File: config.mk
export PLATFORM = sky130hd
export DESIGN_NAME = ui_button_and_encoder_decoder
export DESIGN_NICKNAME = d
export VERILOG_FILES = /design/src/sv/uibed_pkg.sv /design/src/sv/uibed_decode.sv /design/src/sv/ui_button_and_encoder_decoder.sv
export SDC_FILE = /design/constraint.sdc
export NUM_CORES = 1
export LEC_CHECK = 0
export ABC_CLOCK_PERIOD_IN_PS = 2730
export BUFFER_PORTS_ARGS = -buffer_cell sky130_fd_sc_hd__buf_2
export CORE_MARGIN = 1.5
export CORE_UTILIZATION = 40
export CTS_BUF_LIST = sky130_fd_sc_hd__clkbuf_8
export DETAILED_ROUTE_END_ITERATION = 10
export GPL_TIMING_DRIVEN = 0
export PLACE_DENSITY = 0.7
export RECOVER_POWER = 100
export SYNTH_ARGS = -nofsm -noshare
export SYNTH_HDL_FRONTEND = slang
export SYNTH_SLANG_ARGS = --single-unit
File: constraint.sdc
create_clock -name clk -period 2.73 [get_ports clk]
set_clock_uncertainty 0.15 [all_clocks]
set_input_delay 0.1365 -clock clk [delete_from_list [all_inputs] [get_ports clk]]
set_output_delay 0.1365 -clock clk [all_outputs]
set_load 0.03 [all_outputs]
File: src/sv/uibed_pkg.sv
// Shared types, command codes and the quadrature step table for the
// switch and rotary-encoder poll decoder. No dependencies.
package uibed_pkg;

  // Command codes carried on the result channel.
  localparam logic [2:0] CMD_NONE   = 3'd0;
  localparam logic [2:0] CMD_CANCEL = 3'd1;
  localparam logic [2:0] CMD_ENTER  = 3'd2;
  localparam logic [2:0] CMD_CCW    = 3'd3;
  localparam logic [2:0] CMD_CW     = 3'd4;
  localparam logic [2:0] CMD_UP     = 3'd5;
  localparam logic [2:0] CMD_DOWN   = 3'd6;

  // Switch bit positions in each sample.
  localparam int unsigned BIT_CANCEL = 0;
  localparam int unsigned BIT_UP     = 1;
  localparam int unsigned BIT_DOWN   = 2;
  localparam int unsigned BIT_ENTER  = 3;

  // Detent field of a table entry.
  localparam logic [1:0] DIR_NONE = 2'b00;
  localparam logic [1:0] DIR_CW   = 2'b01;
  localparam logic [1:0] DIR_CCW  = 2'b10;

  localparam logic [3:0] LEVEL_RELEASED = 4'hF;
  localparam logic [2:0] PHASE_START    = 3'd0;

  typedef struct packed {
    logic [3:0] switch_first;
    logic [3:0] switch_confirm;
    logic [1:0] encoder_pins;
  } uibed_item_t;

  typedef struct packed {
    logic [3:0] switch_level;
    logic [2:0] encoder_phase;
  } uibed_state_t;

  typedef struct packed {
    logic [1:0] dir;
    logic [2:0] next_row;
  } quad_entry_t;

  // Row is the previous phase, column the current pins. Rows 6 and 7 never
  // occur and are read as row 0.
  function automatic quad_entry_t quad_step(input logic [2:0] row, input logic [1:0] pins);
    quad_entry_t e;
    e = '{dir: DIR_NONE, next_row: 3'd0};
    unique case ({row, pins})
      5'b000_01: e.next_row = 3'd1;
      5'b000_10: e.next_row = 3'd4;
      5'b001_01: e.next_row = 3'd1;
      5'b001_11: e = '{dir: DIR_CW, next_row: 3'd2};
      5'b010_00: e.next_row = 3'd2;
      5'b010_01: e.next_row = 3'd5;
      5'b010_10: e.next_row = 3'd3;
      5'b010_11: e.next_row = 3'd2;
      5'b011_00: e = '{dir: DIR_CW, next_row: 3'd0};
      5'b011_01: e.next_row = 3'd2;
      5'b011_10: e.next_row = 3'd3;
      5'b011_11: e.next_row = 3'd2;
      5'b100_10: e.next_row = 3'd4;
      5'b100_11: e = '{dir: DIR_CCW, next_row: 3'd2};
      5'b101_00: e = '{dir: DIR_CCW, next_row: 3'd0};
      5'b101_01: e.next_row = 3'd5;
      5'b101_10: e.next_row = 3'd2;
      5'b101_11: e.next_row = 3'd2;
      5'b110_01, 5'b111_01: e.next_row = 3'd1;
      5'b110_10, 5'b111_10: e.next_row = 3'd4;
      default: e = '{dir: DIR_NONE, next_row: 3'd0};
    endcase
    return e;
  endfunction

endpackage

File: src/sv/uibed_decode.sv
// Combinational decode of one poll item against the stored switch levels
// and encoder phase. Depends on uibed_pkg.
module uibed_decode import uibed_pkg::*; (
  input  uibed_item_t  item,
  input  uibed_state_t cur,
  output uibed_state_t nxt,
  output logic [2:0]   ui_command
);

  logic [3:0]  changed;
  logic [3:0]  pressed;
  quad_entry_t step;

  always_comb begin
    // A switch changes only when both samples disagree with its level.
    for (int i = 0; i < 4; i++) begin
      changed[i] = (item.switch_first[i] != cur.switch_level[i]) &&
                   (item.switch_confirm[i] != cur.switch_level[i]);
      pressed[i] = changed[i] && !item.switch_confirm[i];
    end
    step = quad_step(cur.encoder_phase, item.encoder_pins);
  end

  always_comb begin
    nxt        = cur;
    ui_command = CMD_NONE;
    if (changed[BIT_CANCEL]) nxt.switch_level[BIT_CANCEL] = item.switch_confirm[BIT_CANCEL];
    if (pressed[BIT_CANCEL]) begin
      ui_command = CMD_CANCEL;
    end else begin
      if (changed[BIT_ENTER]) nxt.switch_level[BIT_ENTER] = item.switch_confirm[BIT_ENTER];
      if (pressed[BIT_ENTER]) begin
        ui_command = CMD_ENTER;
      end else begin
        // Later checks are skipped once an earlier one fires.
        nxt.encoder_phase = step.next_row;
        if (step.dir != DIR_NONE) begin
          ui_command = (step.dir == DIR_CCW) ? CMD_CCW : CMD_CW;
        end else begin
          if (changed[BIT_UP]) nxt.switch_level[BIT_UP] = item.switch_confirm[BIT_UP];
          if (pressed[BIT_UP]) begin
            ui_command = CMD_UP;
          end else begin
            if (changed[BIT_DOWN]) begin
              nxt.switch_level[BIT_DOWN] = item.switch_confirm[BIT_DOWN];
            end
            if (pressed[BIT_DOWN]) ui_command = CMD_DOWN;
          end
        end
      end
    end
  end

endmodule

File: src/sv/ui_button_and_encoder_decoder.sv
// Top level of the switch and rotary-encoder poll decoder: input register,
// decode stage and output register. Depends on uibed_pkg and uibed_decode.
//
//   channel | direction | payload
//   in_     | sink      | switch_first, switch_confirm, encoder_pins
//   out_    | source    | ui_command
//
// Every accepted poll request yields one command, through the input register and
// then the output register; one request is taken per cycle while out_ does not stall.
// Switch levels and encoder phase update as the request leaves the input
// register, so the next request sees them without a gap.
// Reset (rst_n low, synchronous) releases all switches, puts the encoder at
// phase 0 and empties both registers. A stall on out_tready holds the output stage and a held request.
module ui_button_and_encoder_decoder import uibed_pkg::*; (
  input  logic        clk,
  input  logic        rst_n,
  input  logic        in_tvalid,
  output logic        in_tready,
  // [3:0] switch_first, [7:4] switch_confirm, [9:8] encoder_pins, [15:10] zero
  input  logic [15:0] in_tdata,
  output logic        out_tvalid,
  input  logic        out_tready,
  // [2:0] ui_command, [7:3] zero
  output logic [7:0]  out_tdata
);

  uibed_item_t  item_r;
  logic         item_valid_r;
  uibed_state_t state_r;
  uibed_state_t state_nxt;
  logic [2:0]   cmd_nxt;
  logic [2:0]   cmd_r;
  logic         out_valid_r;
  logic         advance;

  assign advance   = item_valid_r && (!out_valid_r || out_tready);
  assign in_tready = !item_valid_r || advance;

  uibed_decode u_decode (
    .item       (item_r),
    .cur        (state_r),
    .nxt        (state_nxt),
    .ui_command (cmd_nxt)
  );

  always_ff @(posedge clk) begin
    if (!rst_n) begin
      item_valid_r        <= 1'b0;
      out_valid_r         <= 1'b0;
      state_r.switch_level  <= LEVEL_RELEASED;
      state_r.encoder_phase <= PHASE_START;
    end else begin
      if (in_tready) item_valid_r <= in_tvalid;
      if (advance) begin
        out_valid_r <= 1'b1;
        state_r     <= state_nxt;
      end else if (out_tready) begin
        out_valid_r <= 1'b0;
      end
    end
  end

  always_ff @(posedge clk) begin
    if (in_tready && in_tvalid) begin
      item_r.switch_first   <= in_tdata[3:0];
      item_r.switch_confirm <= in_tdata[7:4];
      item_r.encoder_pins   <= in_tdata[9:8];
    end
    if (advance) cmd_r <= cmd_nxt;
  end

  assign out_tvalid = out_valid_r;
  assign out_tdata  = {5'b0, cmd_r};

endmodule

Word-level counts from Yosys, hierarchy flattened

Index checks and enable logic that the tools add are counted.

Flip-flop bits (word level): 22
Bits of input ports: 20
Output and inout bits: 10
Word-level logic and storage cells: 89

Eq/ne operators: 31
Mux-type cells: 9
Bitwise operators: 4
Reductions and logical operators: 33

Operators with widths:

| kind                                                                   | number |
|---|---|
| 5-bit equality test (second input constant)                            | 10 |
| 5-bit by 4-bit equality test with 1-bit output (second input constant) | 8 |
| 3-bit one-hot mux with 5 select lines                                  | 1 |
| 3-bit two-way mux                                                      | 4 |
| 5-bit by 3-bit equality test with 1-bit output (second input constant) | 2 |
| 1-bit logical AND                                                      | 10 |
| 2-bit OR reduction                                                     | 5 |
| 1-bit inequality test                                                  | 8 |
| 4-bit OR reduction                                                     | 2 |
| 8-bit OR reduction                                                     | 1 |
| 1-bit logical NOT                                                      | 6 |
| 3-bit AND reduction                                                    | 2 |
| 6-bit AND reduction                                                    | 1 |
| 5-bit by 1-bit equality test with 1-bit output (second input constant) | 1 |
| 5-bit by 2-bit equality test with 1-bit output (second input constant) | 1 |
| 5-bit AND reduction                                                    | 1 |
| 1-bit NOT                                                              | 4 |
| 2-bit one-hot mux with 2 select lines                                  | 1 |
| 2-bit nonzero test                                                     | 2 |
| 2-bit equality test (second input constant)                            | 1 |
| 1-bit logical OR                                                       | 2 |
| 1-bit two-way mux                                                      | 2 |
| 2-bit two-way mux                                                      | 1 |
| 2-bit AND reduction                                                    | 1 |

Depth between registers and ports, before layout

Word-level depth: 7
Mapped depth: 6

Modules after synthesis

From an unflattened synthesis, not the netlist that was laid out.

Cells, all modules: 118
Area total of the unflattened synthesis: 1203.7 um^2

By module, submodules not included:

| module                        | times used | cells each | area each (um^2) | seq. area each (um^2) |
|---|---|---|---|---|
| ui_button_and_encoder_decoder | 1          | 59         | 813.3            | 570.5 |
| uibed_decode                  | 1          | 59         | 390.4            | 0.0 |

Worst setup path after synthesis

Ideal clock, no wire load.

Path kind: reg-to-reg
Start: reg out_valid_r (netlist: out_tvalid)
End: reg item_r[0] in the netlist's numbering, enable pin
Setup time: 0.287 ns
Arrival: 1.475 ns
Required time: 2.293 ns
Setup slack: 0.817 ns
Cell stages (with the launch flop): 4
Path buffers: 0
Clock period less this slack: 1.913 ns
Path through: dfxtp_1 nor2b_1 nand2_1 and2_1

Longest elaborated chain between the ends: 5

Ends and longest elaborated chain:

| what                   | line                                | text |
|---|---|---|
| start, declared        | ui_button_and_encoder_decoder.sv:33 | `logic out_valid_r;` |
| start signal, assigned | ui_button_and_encoder_decoder.sv:49 | `out_valid_r <= 1'b0;` |
| start signal, assigned | ui_button_and_encoder_decoder.sv:55 | `out_valid_r <= 1'b1;` |
| start signal, assigned | ui_button_and_encoder_decoder.sv:58 | `out_valid_r <= 1'b0;` |
| 1-bit logical NOT      | ui_button_and_encoder_decoder.sv:36 | `assign advance = item_valid_r && (!out_valid_r \|\| out_tready);` |
| 1-bit logical OR       | ui_button_and_encoder_decoder.sv:36 |  |
| 1-bit logical AND      | ui_button_and_encoder_decoder.sv:36 |  |
| 1-bit logical OR       | ui_button_and_encoder_decoder.sv:37 | `assign in_tready = !item_valid_r \|\| advance;` |
| named net in_tready    | ui_button_and_encoder_decoder.sv:18 | `output logic in_tready,` |
| 1-bit logical AND      | ui_button_and_encoder_decoder.sv:64 | `if (in_tready && in_tvalid) begin` |
| end, declared          | ui_button_and_encoder_decoder.sv:27 | `uibed_item_t item_r;` |

The timed path passes the listed nets, and every way through them passes these cells.
A chain may end at the register's enable or synchronous reset.

Worst setup path after layout

Start: reg item_r[0] in the netlist's numbering
End: reg cmd_r[0] (data pin)

Longest elaborated chain between the ends: 7

Ends and longest elaborated chain:

| what                                        | line                                | text |
|---|---|---|
| 5-bit equality test (tied with other cells) | uibed_pkg.sv:49                     | `unique case ({row, pins})` |
| 2-bit OR reduction (no source line)         | -                                   |  |
| 2-bit one-hot mux with 2 select lines *     | uibed_pkg.sv:49                     |  |
| 2-bit equality test                         | uibed_decode.sv:38                  | `ui_command = (step.dir == DIR_CCW) ? CMD_CCW : CMD_CW;` |
| 3-bit two-way mux                           | uibed_decode.sv:38                  |  |
| 3-bit two-way mux *                         | uibed_decode.sv:37                  | `if (step.dir != DIR_NONE) begin` |
| 2-bit two-way mux *                         | uibed_decode.sv:32                  | `if (pressed[BIT_ENTER]) begin` |
| end signal, assigned                        | ui_button_and_encoder_decoder.sv:69 | `if (advance) cmd_r <= cmd_nxt;` |
| end, declared                               | ui_button_and_encoder_decoder.sv:32 | `logic [2:0] cmd_r;` |

Every way passes the cells marked *; elsewhere a longest branch is shown, timed or not.

==> results.json <==
{
  "cts_root_buffer": "clkbuf_8",
  "cts-resized-gates": 0,
  "worst_pin_slew_ps": 662,
  "cts.path.max_buffers": 2,
  "place_ws_ps": 954,
  "synth.most_common_cell": "edfxtp_1",
  "h-tree-depth": 1,
  "yosysTopAreaCellShare": 0.359,
  "initial_core_util": 0.431,
  "worstPathRequired_ps": 2610,
  "holdBufCountCts": 12,
  "whs_path_depth": 4,
  "fillers": 223,
  "gp_congestion": 0.724,
  "max-vdd-ir-drop_v": 0.000346,
  "drive_gt1_frac": 0.217,
  "cp-end-kind": "flop",
  "synthFlopType": "edfxtp_1",
  "synth_common_cells": "13 x edfxtp_1, 12 x nor2_1, 9 x dfxtp_1, 8 x a21oi_1",
  "synth-adder-area-share": 0,
  "clk_pin_slew_ps": 80,
  "path_class": "flop to flop",
  "fmax_mhz": 513,
  "relSlewSlack": 0.558,
  "yosys-top-cells-area": "edfxtp_1 36%, dfxtp_1 17%, nor2_1 4.1%",
  "rr_worst_depth": 5,
  "finalCritPeriodShare": 0.714,
  "hold_class": "primary input to flop",
  "drtIter0Drc": 20,
  "synthCells": 100,
  "fp.dieH_um": 55.1,
  "synth_compound_gate_area_share": 0.188,
  "io_pins": 30,
  "fp.coreArea_um2": 2520,
  "synthToLayoutAreaGrowth_pct": 27.0,
  "ant_nets": 0,
  "cellLeakagePower_nw": 0.541,
  "overflow": 0,
  "final_max_slew_viol_count": 0,
  "cts_setup_buffers": 0,
  "synth_xor_area_frac": 0,
  "setup_tns_ps": 0,
  "via_per_inst": 5.18,
  "clock_latency_ps": 260,
  "grt_max_degree": 13,
  "status": "complete, no violations",
  "grt_usage": 0.160,
  "async_flop_share": 0,
  "die_area_um2": 3040,
  "port-buffer-count": 18,
  "yosys_warnings": 0,
  "diodes": 0,
  "p_per_area_nw_per_um2": 531,
  "crit_fanout": 6,
  "antenna_found_initial": 0,
  "rsz0062_at_grt": "false",
  "route.detailed.drc": 0,
  "setup_viol": 0,
  "wl_per_cell_um": 12.4,
  "wirelength_um": 2090,
  "hold_violations": 0,
  "worstPathArrival_ps": 1830,
  "syn-cell-area_um2": 1090,
  "synth-simple-area-share": 0.218,
  "critPathLaunchType": "flop",
  "synth_edf_count": 13,
  "dr.pass1.iters": 4,
  "cts_tree": "yes",
  "period_minus_slack_ps": 1950,
  "synth_top_cell_by_area": "edfxtp_1",
  "grt_pass1_vias": 793,
  "grt_pass1_wl_um": 3260,
  "avgSynthCellArea_um2": 10.9,
  "clock-sinks": 22,
  "synth_seq_area_share": 0.525,
  "max_cap_violations": 0,
  "rows": 18,
  "synth_seq_cells": 22,
  "hpwl_um": 1430,
  "fin_nets": 159,
  "synth_top_family_by_area": "simple AND/OR/NAND/NOR gates",
  "synthMuxAreaShare": 0,
  "yosysUniqueCellTypes": 37,
  "die_w_um": 55.1,
  "fin_ws_ps": 780,
  "num_vias": 871,
  "cts_buffers": 3
}
## cells by family (layout without fill, tap and decap cells)
group                  Yosys count  in the layout
buffers and inverters           12             46
other                            1              5
flip-flops                      22             22
AO/OA/AOI/OAI                   29             29
AND/OR/NAND/NOR                 36             36
## critical path: stages (launching register included)
cell and delay [ps]:
edfxtp_1 460, and2_2 250, a32o_1 290, nor2_1 280
nand2_1 110, a21o_1 170
## cell usage in the layout (no fill, tap or decap), drive strengths merged, types with 2 or more instances in the layout
cell type	netlist	final
nor3b	3	3
dfxtp	9	9
nand2b	2	2
and3b	2	2
o21ai	6	6
nand2	4	4
clkbuf	0	9
buf	6	19
edfxtp	13	13
nand4	2	2
inv	6	6
o311ai	2	2
nor2	13	13
a221oi	2	2
a21oi	8	8
and2	2	2
conb	1	5
a31oi	3	3
dlygate4sd3	0	12
nor2b	2	2
## registers in the layout (all words and copies together), names as in the netlist
register,cells
out_tvalid,1
cmd_r,3
state_r,7
item_valid_r,1
item_r,10
## power by group
group	switching (W)	internal [W]	total [W]
clock	0.000102	0.000129	0.000231
sequential	0.0000166	0.000375	0.000391
combinational	0.0000600	0.0000502	0.000110
## cell type report
| class | instances | area [um2] | area share |
|---|---|---|---|
| Sequential cell | 22 | 571 | 0.414 |
| Multi-Input combinational cell | 70 | 440 | 0.319 |
| Timing Repair Buffer | 30 | 204 | 0.148 |
| Clock buffer | 4 | 55.1 | 0.0399 |
| Buffer | 6 | 48.8 | 0.0354 |
| Tap cell | 30 | 37.5 | 0.0272 |
| Inverter | 6 | 22.5 | 0.0163 |
## through the flow
stage	power, W	utilization	area, um2	std cells	hold WS, ps
after floorplan	0.000470	-	1100	104	51.5
after global placement	0.000492	0.487	1230	152	163
after detailed placement	0.000498	0.487	1230	152	165
after CTS	0.000740	0.557	1400	168	98.5
after global routing	0.000764	0.547	1380	168	126
final	0.000732	0.547	1380	168	90.4
## metal layers
metal  vias to the layer above  track usage  share of wire
met4                         0        0.106          0.021
met2                        37        0.280           0.51
met1                       388        0.170           0.41
li1                        440            -              -
met3                         6       0.0403          0.056
met5                         -            0              0
## path summary, 6_finish.rpt
kind                                 from                      end  slack, ps
setup / recovery      item_r[0]$_DFFE_PP_   cmd_r[0]$_SDFFCE_PP1P_        780
hold / removal                 out_tready  out_tvalid$_SDFFE_PN0P_         90
setup reg to reg      item_r[0]$_DFFE_PP_   cmd_r[0]$_SDFFCE_PP1P_        780
hold reg to reg   state_r[3]$_SDFFE_PN1P_  state_r[3]$_SDFFE_PN1P_        390
(Power assumes the default switching activity.)
